===== src/sv/fss_pkg.sv =====
`timescale 1ns / 1ps
// Shared types, codes and constants for the fuzzy subsequence scorer.
// No dependencies; imported by every module of the block except fss_ram.
package fss_pkg;

    localparam int DEF_MAX_TARGET = 256;
    localparam int DEF_CHAR_BITS  = 16;

    localparam int CODE_W    = 16;   // char_code field width
    localparam int OP_W      = 2;
    localparam int SCORE_W   = 15;
    localparam int REG_W     = 6;
    localparam int CFG_IDX_W = 2;
    localparam int RUN_W     = 16;   // running score, two's complement

    typedef enum logic [OP_W-1:0] {
        OP_CLEAR  = 2'd0,
        OP_APPEND = 2'd1,
        OP_QUERY  = 2'd2,
        OP_FINISH = 2'd3
    } t_op;

    localparam logic [CFG_IDX_W-1:0] REG_CONSEC   = 2'd0;
    localparam logic [CFG_IDX_W-1:0] REG_BOUNDARY = 2'd1;
    localparam logic [CFG_IDX_W-1:0] REG_GAP      = 2'd2;

    localparam logic [REG_W-1:0] RST_CONSEC   = 6'd10;
    localparam logic [REG_W-1:0] RST_BOUNDARY = 6'd15;
    localparam logic [REG_W-1:0] RST_GAP      = 6'd1;

    localparam logic [7:0] SPACE_CHAR = 8'h20;
    localparam logic [7:0] UPPER_A    = 8'h41;
    localparam logic [7:0] UPPER_Z    = 8'h5A;

    typedef enum logic [1:0] {
        ST_IDLE,
        ST_READ,
        ST_COMPARE,
        ST_ACCUM
    } t_state;

    typedef struct packed {
        logic clear;      // drop target, restart query
        logic append;     // store char at end of target
        logic query;      // latch query char, mark query seen
        logic finish;     // load result, restart query
        logic scan_fail;  // scan ran off the end of the target
        logic step;       // no match at scan position, advance
        logic hit;        // match at scan position, register delta
        logic accum;      // add delta, move past the match
    } t_cmd;

    typedef struct packed {
        logic out_busy;   // result register full and not drained this cycle
        logic failed;
        logic scan_end;
        logic char_hit;
    } t_status;

endpackage


===== src/sv/fss_ctrl.sv =====
`timescale 1ns / 1ps
// Controller state machine: input handshake and the sequencing of the target scan.
// Depends on fss_pkg; issues commands to fss_datapath.
module fss_ctrl import fss_pkg::*; (
    input  logic    i_clk,
    input  logic    i_rst_n,
    input  logic    i_valid,
    input  t_op     i_op,
    output logic    o_ready,
    input  t_status i_status,
    output t_cmd    o_cmd
);

    t_state r_state, n_state;
    logic   w_accept;

    assign o_ready  = (r_state == ST_IDLE) && !((i_op == OP_FINISH) && i_status.out_busy);
    assign w_accept = i_valid && o_ready;

    always_ff @(posedge i_clk) begin
        if (!i_rst_n) begin
            r_state <= ST_IDLE;
        end else begin
            r_state <= n_state;
        end
    end

    always_comb begin
        n_state = r_state;
        case (r_state)
            ST_IDLE: begin
                if (w_accept && (i_op == OP_QUERY) && !i_status.failed) begin
                    n_state = ST_READ;
                end
            end
            ST_READ: begin
                n_state = i_status.scan_end ? ST_IDLE : ST_COMPARE;
            end
            ST_COMPARE: begin
                n_state = i_status.char_hit ? ST_ACCUM : ST_READ;
            end
            ST_ACCUM: begin
                n_state = ST_IDLE;
            end
            default: begin
                n_state = ST_IDLE;
            end
        endcase
    end

    always_comb begin
        o_cmd = '0;
        case (r_state)
            ST_IDLE: begin
                o_cmd.clear  = w_accept && (i_op == OP_CLEAR);
                o_cmd.append = w_accept && (i_op == OP_APPEND);
                o_cmd.query  = w_accept && (i_op == OP_QUERY);
                o_cmd.finish = w_accept && (i_op == OP_FINISH);
            end
            ST_READ: begin
                o_cmd.scan_fail = i_status.scan_end;
            end
            ST_COMPARE: begin
                o_cmd.hit  = i_status.char_hit;
                o_cmd.step = !i_status.char_hit;
            end
            ST_ACCUM: begin
                o_cmd.accum = 1'b1;
            end
            default: ;
        endcase
    end

endmodule


===== config.mk =====
export PLATFORM = sky130hd
export DESIGN_NAME = fss_ctrl
export DESIGN_NICKNAME = d
export VERILOG_FILES = /design/src/sv/fss_pkg.sv /design/src/sv/fss_ctrl.sv
export SDC_FILE = /design/constraint.sdc
export NUM_CORES = 1
export LEC_CHECK = 0
export ABC_AREA = 1
export BUFFER_PORTS_ARGS = -buffer_cell sky130_fd_sc_hd__buf_4
export CORE_AREA = 2 2 39 41
export CTS_CLUSTER_SIZE = 24
export DETAILED_ROUTE_END_ITERATION = 7
export DIE_AREA = 0 0 41 43
export PLACE_DENSITY = 0.35
export SLEW_MARGIN = 0
export SYNTH_ARGS = -nofsm -noshare
export SYNTH_HDL_FRONTEND = slang
export SYNTH_SLANG_ARGS = --single-unit

===== constraint.sdc =====
create_clock -name i_clk -period 1.4 [get_ports i_clk]
set_clock_uncertainty 0.2 [all_clocks]
set_input_delay 0.35 -clock i_clk [delete_from_list [all_inputs] [get_ports i_clk]]
set_output_delay 0.35 -clock i_clk [all_outputs]
set_load 0.02 [all_outputs]

Word level (Yosys, flattened, before mapping)
Cells that the tools add are included.

storage, ports and cells
  memories = 0
  memory bits (read-only) = 0
  word-level logic and storage cells = 29
  bits in latches = 0
  bits in writable memories = 0
  output and inout port bits = 9
  register bits after elaboration = 2
  input bits = 9

cells by class
  multipliers = 0
  reductions and logical operators = 13
  divide/modulo/power cells = 0
  equality and inequality tests = 7
  muxes and demuxes = 8
  bitwise logic cells = 0
  magnitude comparators = 0
  shift operators = 0
  add/subtract/negate cells = 0

operator list
  operator            count
  $eq 2x2->1 const B  4
  $logic_and 1x1->1   8
  $mux 2              4
  $pmux 2 s4          1
  $eq 2x1->1 const B  2
  $logic_not 2->1     2
  $mux 4              1
  $logic_not 1->1     3
  $mux 1              2
  $ne 2x1->1 const B  1

Longest topological paths before layout
Gate-level depths: netlist of run 1.

  depth in word-level cells = 9
  depth in mapped cells = 5
  gate-level depth less buffers = 5

Least setup slack after synthesis of run 1
OpenSTA, ideal clock, no wires.

  path kind = flip-flop to output port
  from = register r_state[0]
  to = output o_cmd[4] in the netlist's numbering
  path buffers = 0
  path slack = -0.288 ns
  required time = 0.850 ns
  stages on the path, launching flop included = 6
  arrival = 1.138 ns
  cells stage by stage = dfxtp_1 -> nor2_2 -> nand2_2 -> nor2_4 -> inv_2 -> nor3_1

RTL lines
  element                 line            source
  from (decl)             fss_ctrl.sv:14  t_state r_state, n_state;
  from (signal assigned)  fss_ctrl.sv:24  r_state <= n_state;
  to (decl)               fss_ctrl.sv:11  output t_cmd o_cmd

==> metrics.md, run 1 <==
| Metric | Value |
|---|---|
| Synth area leaders | dfxtp_1, nor3_1, inv_1 |
| Post-DP HPWL | 532 µm |
| Failing checks | setup timing |
| Ys Warns | 0 |
| Top cell type's share of synthesized area | 22.4% |
| CP Launch Point | r_state[1]$_SDFFE_PN0P_ |
| Placed cell area | 409 µm² |
| Worst hold path type | in2reg |
| Nets | 72 |
| Design Area, Final | 558 µm² |
| Worst Path Arrival | 1200 ps |
| Sink Count | 2 |
| Lkg Pwr | 0.288 nW |
| Clk Latency, worst-skew pair | 220 ps |
| DIE HEIGHT | 43 µm |
| Starting DRT DRC Count | 2 |
| Synth Flop Type | dfxtp_1 |
| Async SR Flop Fraction | 0% |
| Vias in the first global route | 354 |
| DR pass1 iterations | 2 |
| Regs by FF count | r_state: 2 flops |
| ANT cells | 0 |
| Hold Slack | 160 ps |
| Reg2reg start | r_state[1]$_SDFFE_PN0P_ |
| Std-Cell Rows | 14 |
| Synth Area in Compound Gates | 6.99% |
| Core area | 1380 µm² |
| Mapped Cells | 31 |
| Area grow syn2layout | 212% |
| CTS Hold Bufs | 0 |
| Final Hold Viols | 0 |
| Syn nets | 40 |
| DRC | 0 |
| Post-Layout Cell Count | 77 |
| GRT overflow | 0 |
| Final Power | 328 µW |
| Peak VDD IR | 0.000336 V |
| Netlist cell types | 13 |
| Fin crit share | 125% |
| Synthesized area | 179 µm² |
| Post-synth EDFFs | 0 |
| Fill cells | 147 |
| Full die area | 1760 µm² |
| Max clock buf depth | 2 |
| Antenna viol nets, final | 0 |
| Starting density of the core | 12.9% |
| Pwr per Cell Area | 587 nW/µm² |
| Worst-Margin Slew | 203 ps |
| Largest net degree at the start of global routing | 5 |
| Run status | complete, but fails checks |
| Mapped Avg Cell Area | 5.77 µm² |
| Seq cells post-synth | 2 |
| WL final | 726 µm |
| DP Cell Count | 69 |
| Min-delay src | i_rst_n |
| Area occupied by registers | 42.5 µm² |
| # IOs | 18 |
| Crit path kind | reg2out |
| Setup crit end kind | output port |
| Initial antenna violation count | 0 |
| Max transition margin | 86.5% |
| Register area share after synthesis | 22.4% |
| Post-route minimum period | 1750 ps |
| First-pass GRT wire length | 1320 µm |
| Fin util | 40.3% |
| Most flop-heavy register | r_state |
| Maxcap violations | 0 |
| Slew Limit Fails | 0 |
| RSZ-0062 raised after global routing | true |
| Yosys top cell by area | dfxtp_1 |
| Final setup fails | 9 |
| Main combinational cell family by area after synthesis | simple AND/OR/NAND/NOR gates |
| Die Width | 41 µm |
| Vias | 317 |
| Count leader, synth | inv_1 |
| Routability cong. | 0.632 |
| Place WS | -254 ps |
| Layout cells sized above 1 | 80.3% |
| Multi-input gate area | 184 µm² |
| CP Data Required Time | 850 ps |
| Fmax | 571 MHz |
| List of most frequent post-synthesis cells | inv_1, nor3_1, nand3_1 |
| TritonCTS Buffers | 3 |
| Clk root buf | clkbuf_4 |
| Via density per instance | 4.12 |
| Startpoint types | flop |
| Post-Synth XOR/XNOR Area | 0% |
| Final worst slack | -350 ps |
| Tot GR Track Use | 11.2% |
| # H-tree levels | 1 |
| CP Max Fanout | 4 |
| TritonCTS clock tree | built |
| Mux cell area share after synthesis | 0% |
| Adder-Cell Fraction of Synth Area | 0% |
| WL per Instance | 9.43 µm |
| Setup TNS | -2200 ps |
| Max reg flops | 2 |
| I/O Buffers | 17 |
| Synth Area in Simple Gates | 47.6% |
| Clock Pin Slew Worst Setup and Hold Paths | 30 ps |
## layout by cell type, fill, tap and decap left out, drive strengths merged
cell type | netlist | routed
a21boi | 1 | 1
a21oi | 1 | 1
buf | 0 | 27
clkbuf | 0 | 3
clkinv | 1 | 1
dfxtp | 2 | 2
inv | 10 | 10
nand2 | 3 | 3
nand3 | 4 | 4
nor2 | 3 | 3
nor3 | 6 | 6
## critical path, cell delays in order, from the launching register on
cell and delay [ps]:
dfxtp_2 320, nor2_4 110, nand2_2 90, nor2_4 120
inv_4 80, nor3_4 120, buf_6 140
## report_power, final
part           internal, mW  switching [mW]  leakage (nW)
combinational        0.0688          0.0686         0.257
sequential           0.0601         0.00254        0.0172
clock                0.0946          0.0329        0.0138
total                 0.224           0.104         0.288
## path summary, 6_finish.rpt
kind	depth (start not counted)	slack, ps	to
max	6	-350	o_cmd[4]
max reg2reg	6	190	r_state[0]$_SDFFE_PN0P_
min	3	160	r_state[0]$_SDFFE_PN0P_
min reg2reg	4	450	r_state[0]$_SDFFE_PN0P_
## per-layer routing
layer / up-vias / GRT usage [%] / wire [µm] / share of wire (%)
li1: 158 / - / - / -
met1: 141 / 8.95 / 256 / 35
met2: 18 / 20.6 / 405 / 56
met3: 0 / 4.71 / 64 / 8.8
met4: 0 / 6.00 / 0 / 0
met5: - / 0 / 0 / 0
## logic make-up (layout without fill, tap and decap cells)
kind of cell / count (synthesis) / in the layout
simple gates: 16 / 16
buf+inv: 11 / 41
compound gates: 2 / 2
flops: 2 / 2
## repair_timing
| item | 4_1_cts | 5_1_grt |
|---|---|---|
| pin swaps | 3 | 1 |
| setup endpoints to repair | 9 | 9 |
| resized for setup | 21 | 8 |
| buffers inserted | 3 | 4 |
## cell type report
class | instances | share of cell area [%]
repair buffers | 27 | 43.0
multi-input cells | 18 | 33.0
inverters | 11 | 8.74
flip-flops and latches | 2 | 7.62
clock buffers | 3 | 4.04
well taps | 16 | 3.59
Power figures use the tool's default switching activity.
==> run 2, diff against run 1 <==
Settings changed: CAP_MARGIN from default to 10, SKIP_LAST_GASP from default to 1.
==> run 2 against run 1 <==
Against the previous run: the flow still finishes with violations (setup timing); flip-flop and latch count did not move; largest cell class unchanged; highest routed layer unchanged; critical endpoint unchanged; core utilization did not move; worst hold slack barely moved.
==> metrics.md, run 2 (same netlist as run 1, synthesis figures left out) <==
| Metric | Value |
|---|---|
| Run status | complete, but fails checks |
| Failing checks | setup timing |
| Reg-to-Reg End | r_state[0]$_SDFFE_PN0P_ |
| Placed cell area | 409 µm² (unchanged) |
| DRC | 0 (unchanged) |
| Hold EP | r_state[0]$_SDFFE_PN0P_ |
| WL met2 | 405 µm (unchanged) |
| Met3 wire len | 64 µm (unchanged) |
| CP Max Fanout | 4 (unchanged) |
| Fin util | 40.3% (unchanged) |
| Full die area | 1760 µm² (unchanged) |
| Final worst slack | -350 ps (unchanged) |
| Max reg flops | 2 (unchanged) |
| # IOs | 18 (unchanged) |
| Starting density of the core | 12.9% (unchanged) |
| Post-route minimum period | 1750 ps (unchanged) |
| Most used cell, CP | nor2_4 |
| GRT overflow | 0 (unchanged) |
| Layout cells sized above 1 | 78.7% (-1.6 points) |
| Initial antenna violation count | 0 (unchanged) |
| DP Cell Count | 69 (unchanged) |
| Area grow syn2layout | 212% (unchanged) |
| Post-Layout Cell Count | 77 (unchanged) |
| WL final | 728 µm (+0.28%) |
| TritonCTS clock tree | built |
| Setup TNS | -2220 ps (-20.8 ps) |
| Clk root buf | clkbuf_4 |
| Vias in the first global route | 354 (unchanged) |
| Final Power | 328 µW (about the same) |
| ANT cells | 0 (unchanged) |
| Fill cells | 147 (unchanged) |
| DR pass1 iterations | 2 (unchanged) |
| Max clock buf depth | 2 (unchanged) |
| Peak VDD IR | 0.000336 V (about the same) |
| Most flop-heavy register | r_state |
| # H-tree levels | 1 (unchanged) |
| Hold path depth | 3 (unchanged) |
| Lkg Pwr | 0.288 nW (-0.11%) |
| TritonCTS Buffers | 3 (unchanged) |
| Die Width | 41 µm (unchanged) |
| Starting DRT DRC Count | 2 (unchanged) |
| Clk Latency, worst-skew pair | 220 ps (about the same) |
| Final Hold Viols | 0 (unchanged) |
| Antenna viol nets, final | 0 (unchanged) |
| Multi-input gate area | 184 µm² (unchanged) |
| Fmax | 571 MHz (unchanged) |
| Tot GR Track Use | 11.2% (unchanged) |
| Startpoint types | flop |
| Worst R2R Path Depth | 6 (unchanged) |
| R2r setup slk | 190 ps (about the same) |
| Pwr per Cell Area | 587 nW/µm² (about the same) |
| First-pass GRT wire length | 1320 µm (unchanged) |
| Post-DP HPWL | 532 µm (unchanged) |
| Std-Cell Rows | 14 (unchanged) |
| Crit path kind | reg2out |
| Slowest stage delay, CP | 320 ps (about the same) |
| Critical-path cell with the highest stage delay | dfxtp_2 |
| CTS Hold Bufs | 0 (unchanged) |
| Maxcap violations | 0 (unchanged) |
| Via density per instance | 4.12 (unchanged) |
| Commonest non-fill, non-tap cell in the layout | buf_4 |
| CP Data Required Time | 850 ps (about the same) |
| CP cell instances | nor2_4, nand2_2, nor2_4, inv_4, nor3_4, buf_6 |
| Top sig layer | met3 |
| DIE HEIGHT | 43 µm (unchanged) |
| Area occupied by registers | 42.5 µm² (unchanged) |
| Design Area, Final | 558 µm² (unchanged) |
| Worst hold path type | in2reg |
| Sink Count | 2 (unchanged) |
| Vias | 317 (unchanged) |
| WL per Instance | 9.45 µm (+0.28%) |
| Clock Pin Slew Worst Setup and Hold Paths | 30 ps (about the same) |
| Met1 Wirelength | 258 µm (+0.78%) |
| Reg2reg start | r_state[1]$_SDFFE_PN0P_ |
| Slew Limit Fails | 0 (unchanged) |
| Setup crit end kind | output port |
| Core area | 1380 µm² (unchanged) |
| Regs by FF count | r_state: 2 flops |
| Min-delay src | i_rst_n |
| Worst Path Arrival | 1200 ps (about the same) |
| Fin crit share | 125% (unchanged) |
| Max transition margin | 86.5% (unchanged) |
| Final setup fails | 9 (unchanged) |
| Routability cong. | 0.632 (unchanged) |
| I/O Buffers | 17 (unchanged) |
| Commonest non-fill, non-tap cells in the layout | buf_4, buf_6, inv_1, nor3_4 |
| Nets | 72 (unchanged) |
| RSZ-0062 raised after global routing | true |
| Worst-Margin Slew | 203 ps (unchanged) |
| Largest net degree at the start of global routing | 5 (unchanged) |
[run 2: changes by cell type in the layout (fill, tap and decap cells not counted)]
cell / previous run / this run
inv_2: 4 / 3
inv_1: 4 / 5
[run 2: final cells by class]
cell class | instances | share of cell area (%)
timing repair buffer | 27 | 43.0
inverter | 11 | 8.74
clock buffer | 3 | 4.04
multi-input combinational | 18 | 33.0
sequential | 2 | 7.62
tap | 16 | 3.59
[run 2: routing by layer]
metal  track usage, %  up-vias
met1             8.95      141
met3             4.71        0
met5                0        -
li1                 -      158
met4             6.00        0
met2             20.6       18
[run 2: metrics by stage]
stage | worst slack (ps) | hold WS, ps
after detailed placement | -254 | 355
after CTS | -363 | 154
final | -350 | 160
after floorplan | -85.5 | 273
after global routing | -435 | 171
after global placement | -224 | 364
[run 2: worst max path at each step]
stage                                        from        to  slack [ps]
final                     r_state[1]$_SDFFE_PN0P_  o_cmd[4]        -350
after global routing      r_state[1]$_SDFFE_PN0P_  o_cmd[4]        -430
after CTS                 r_state[1]$_SDFFE_PN0P_  o_cmd[7]        -360
after detailed placement                  i_op[0]  o_cmd[7]        -250
after global placement                    i_op[0]  o_cmd[5]        -220
after floorplan           r_state[0]$_SDFFE_PN0P_  o_cmd[4]         -90
[run 2: report_power, final]
group          internal (mW)  switching (mW)
logic                 0.0690          0.0685
registers             0.0601         0.00254
clock network         0.0946          0.0329
[run 2: worst max-delay path, delay by kind of cell (launching register included)]
kind / cells / cell delay [ps]
and+or+nand+nor: 4 / 440
DFF: 1 / 320
buffers and inverters: 2 / 220
[run 2: repair_timing]
action,4_1_cts,5_1_grt
pin swaps,2,1
endpoints found under the setup margin,9,9
gates resized for setup,20,8
buffers inserted,3,4
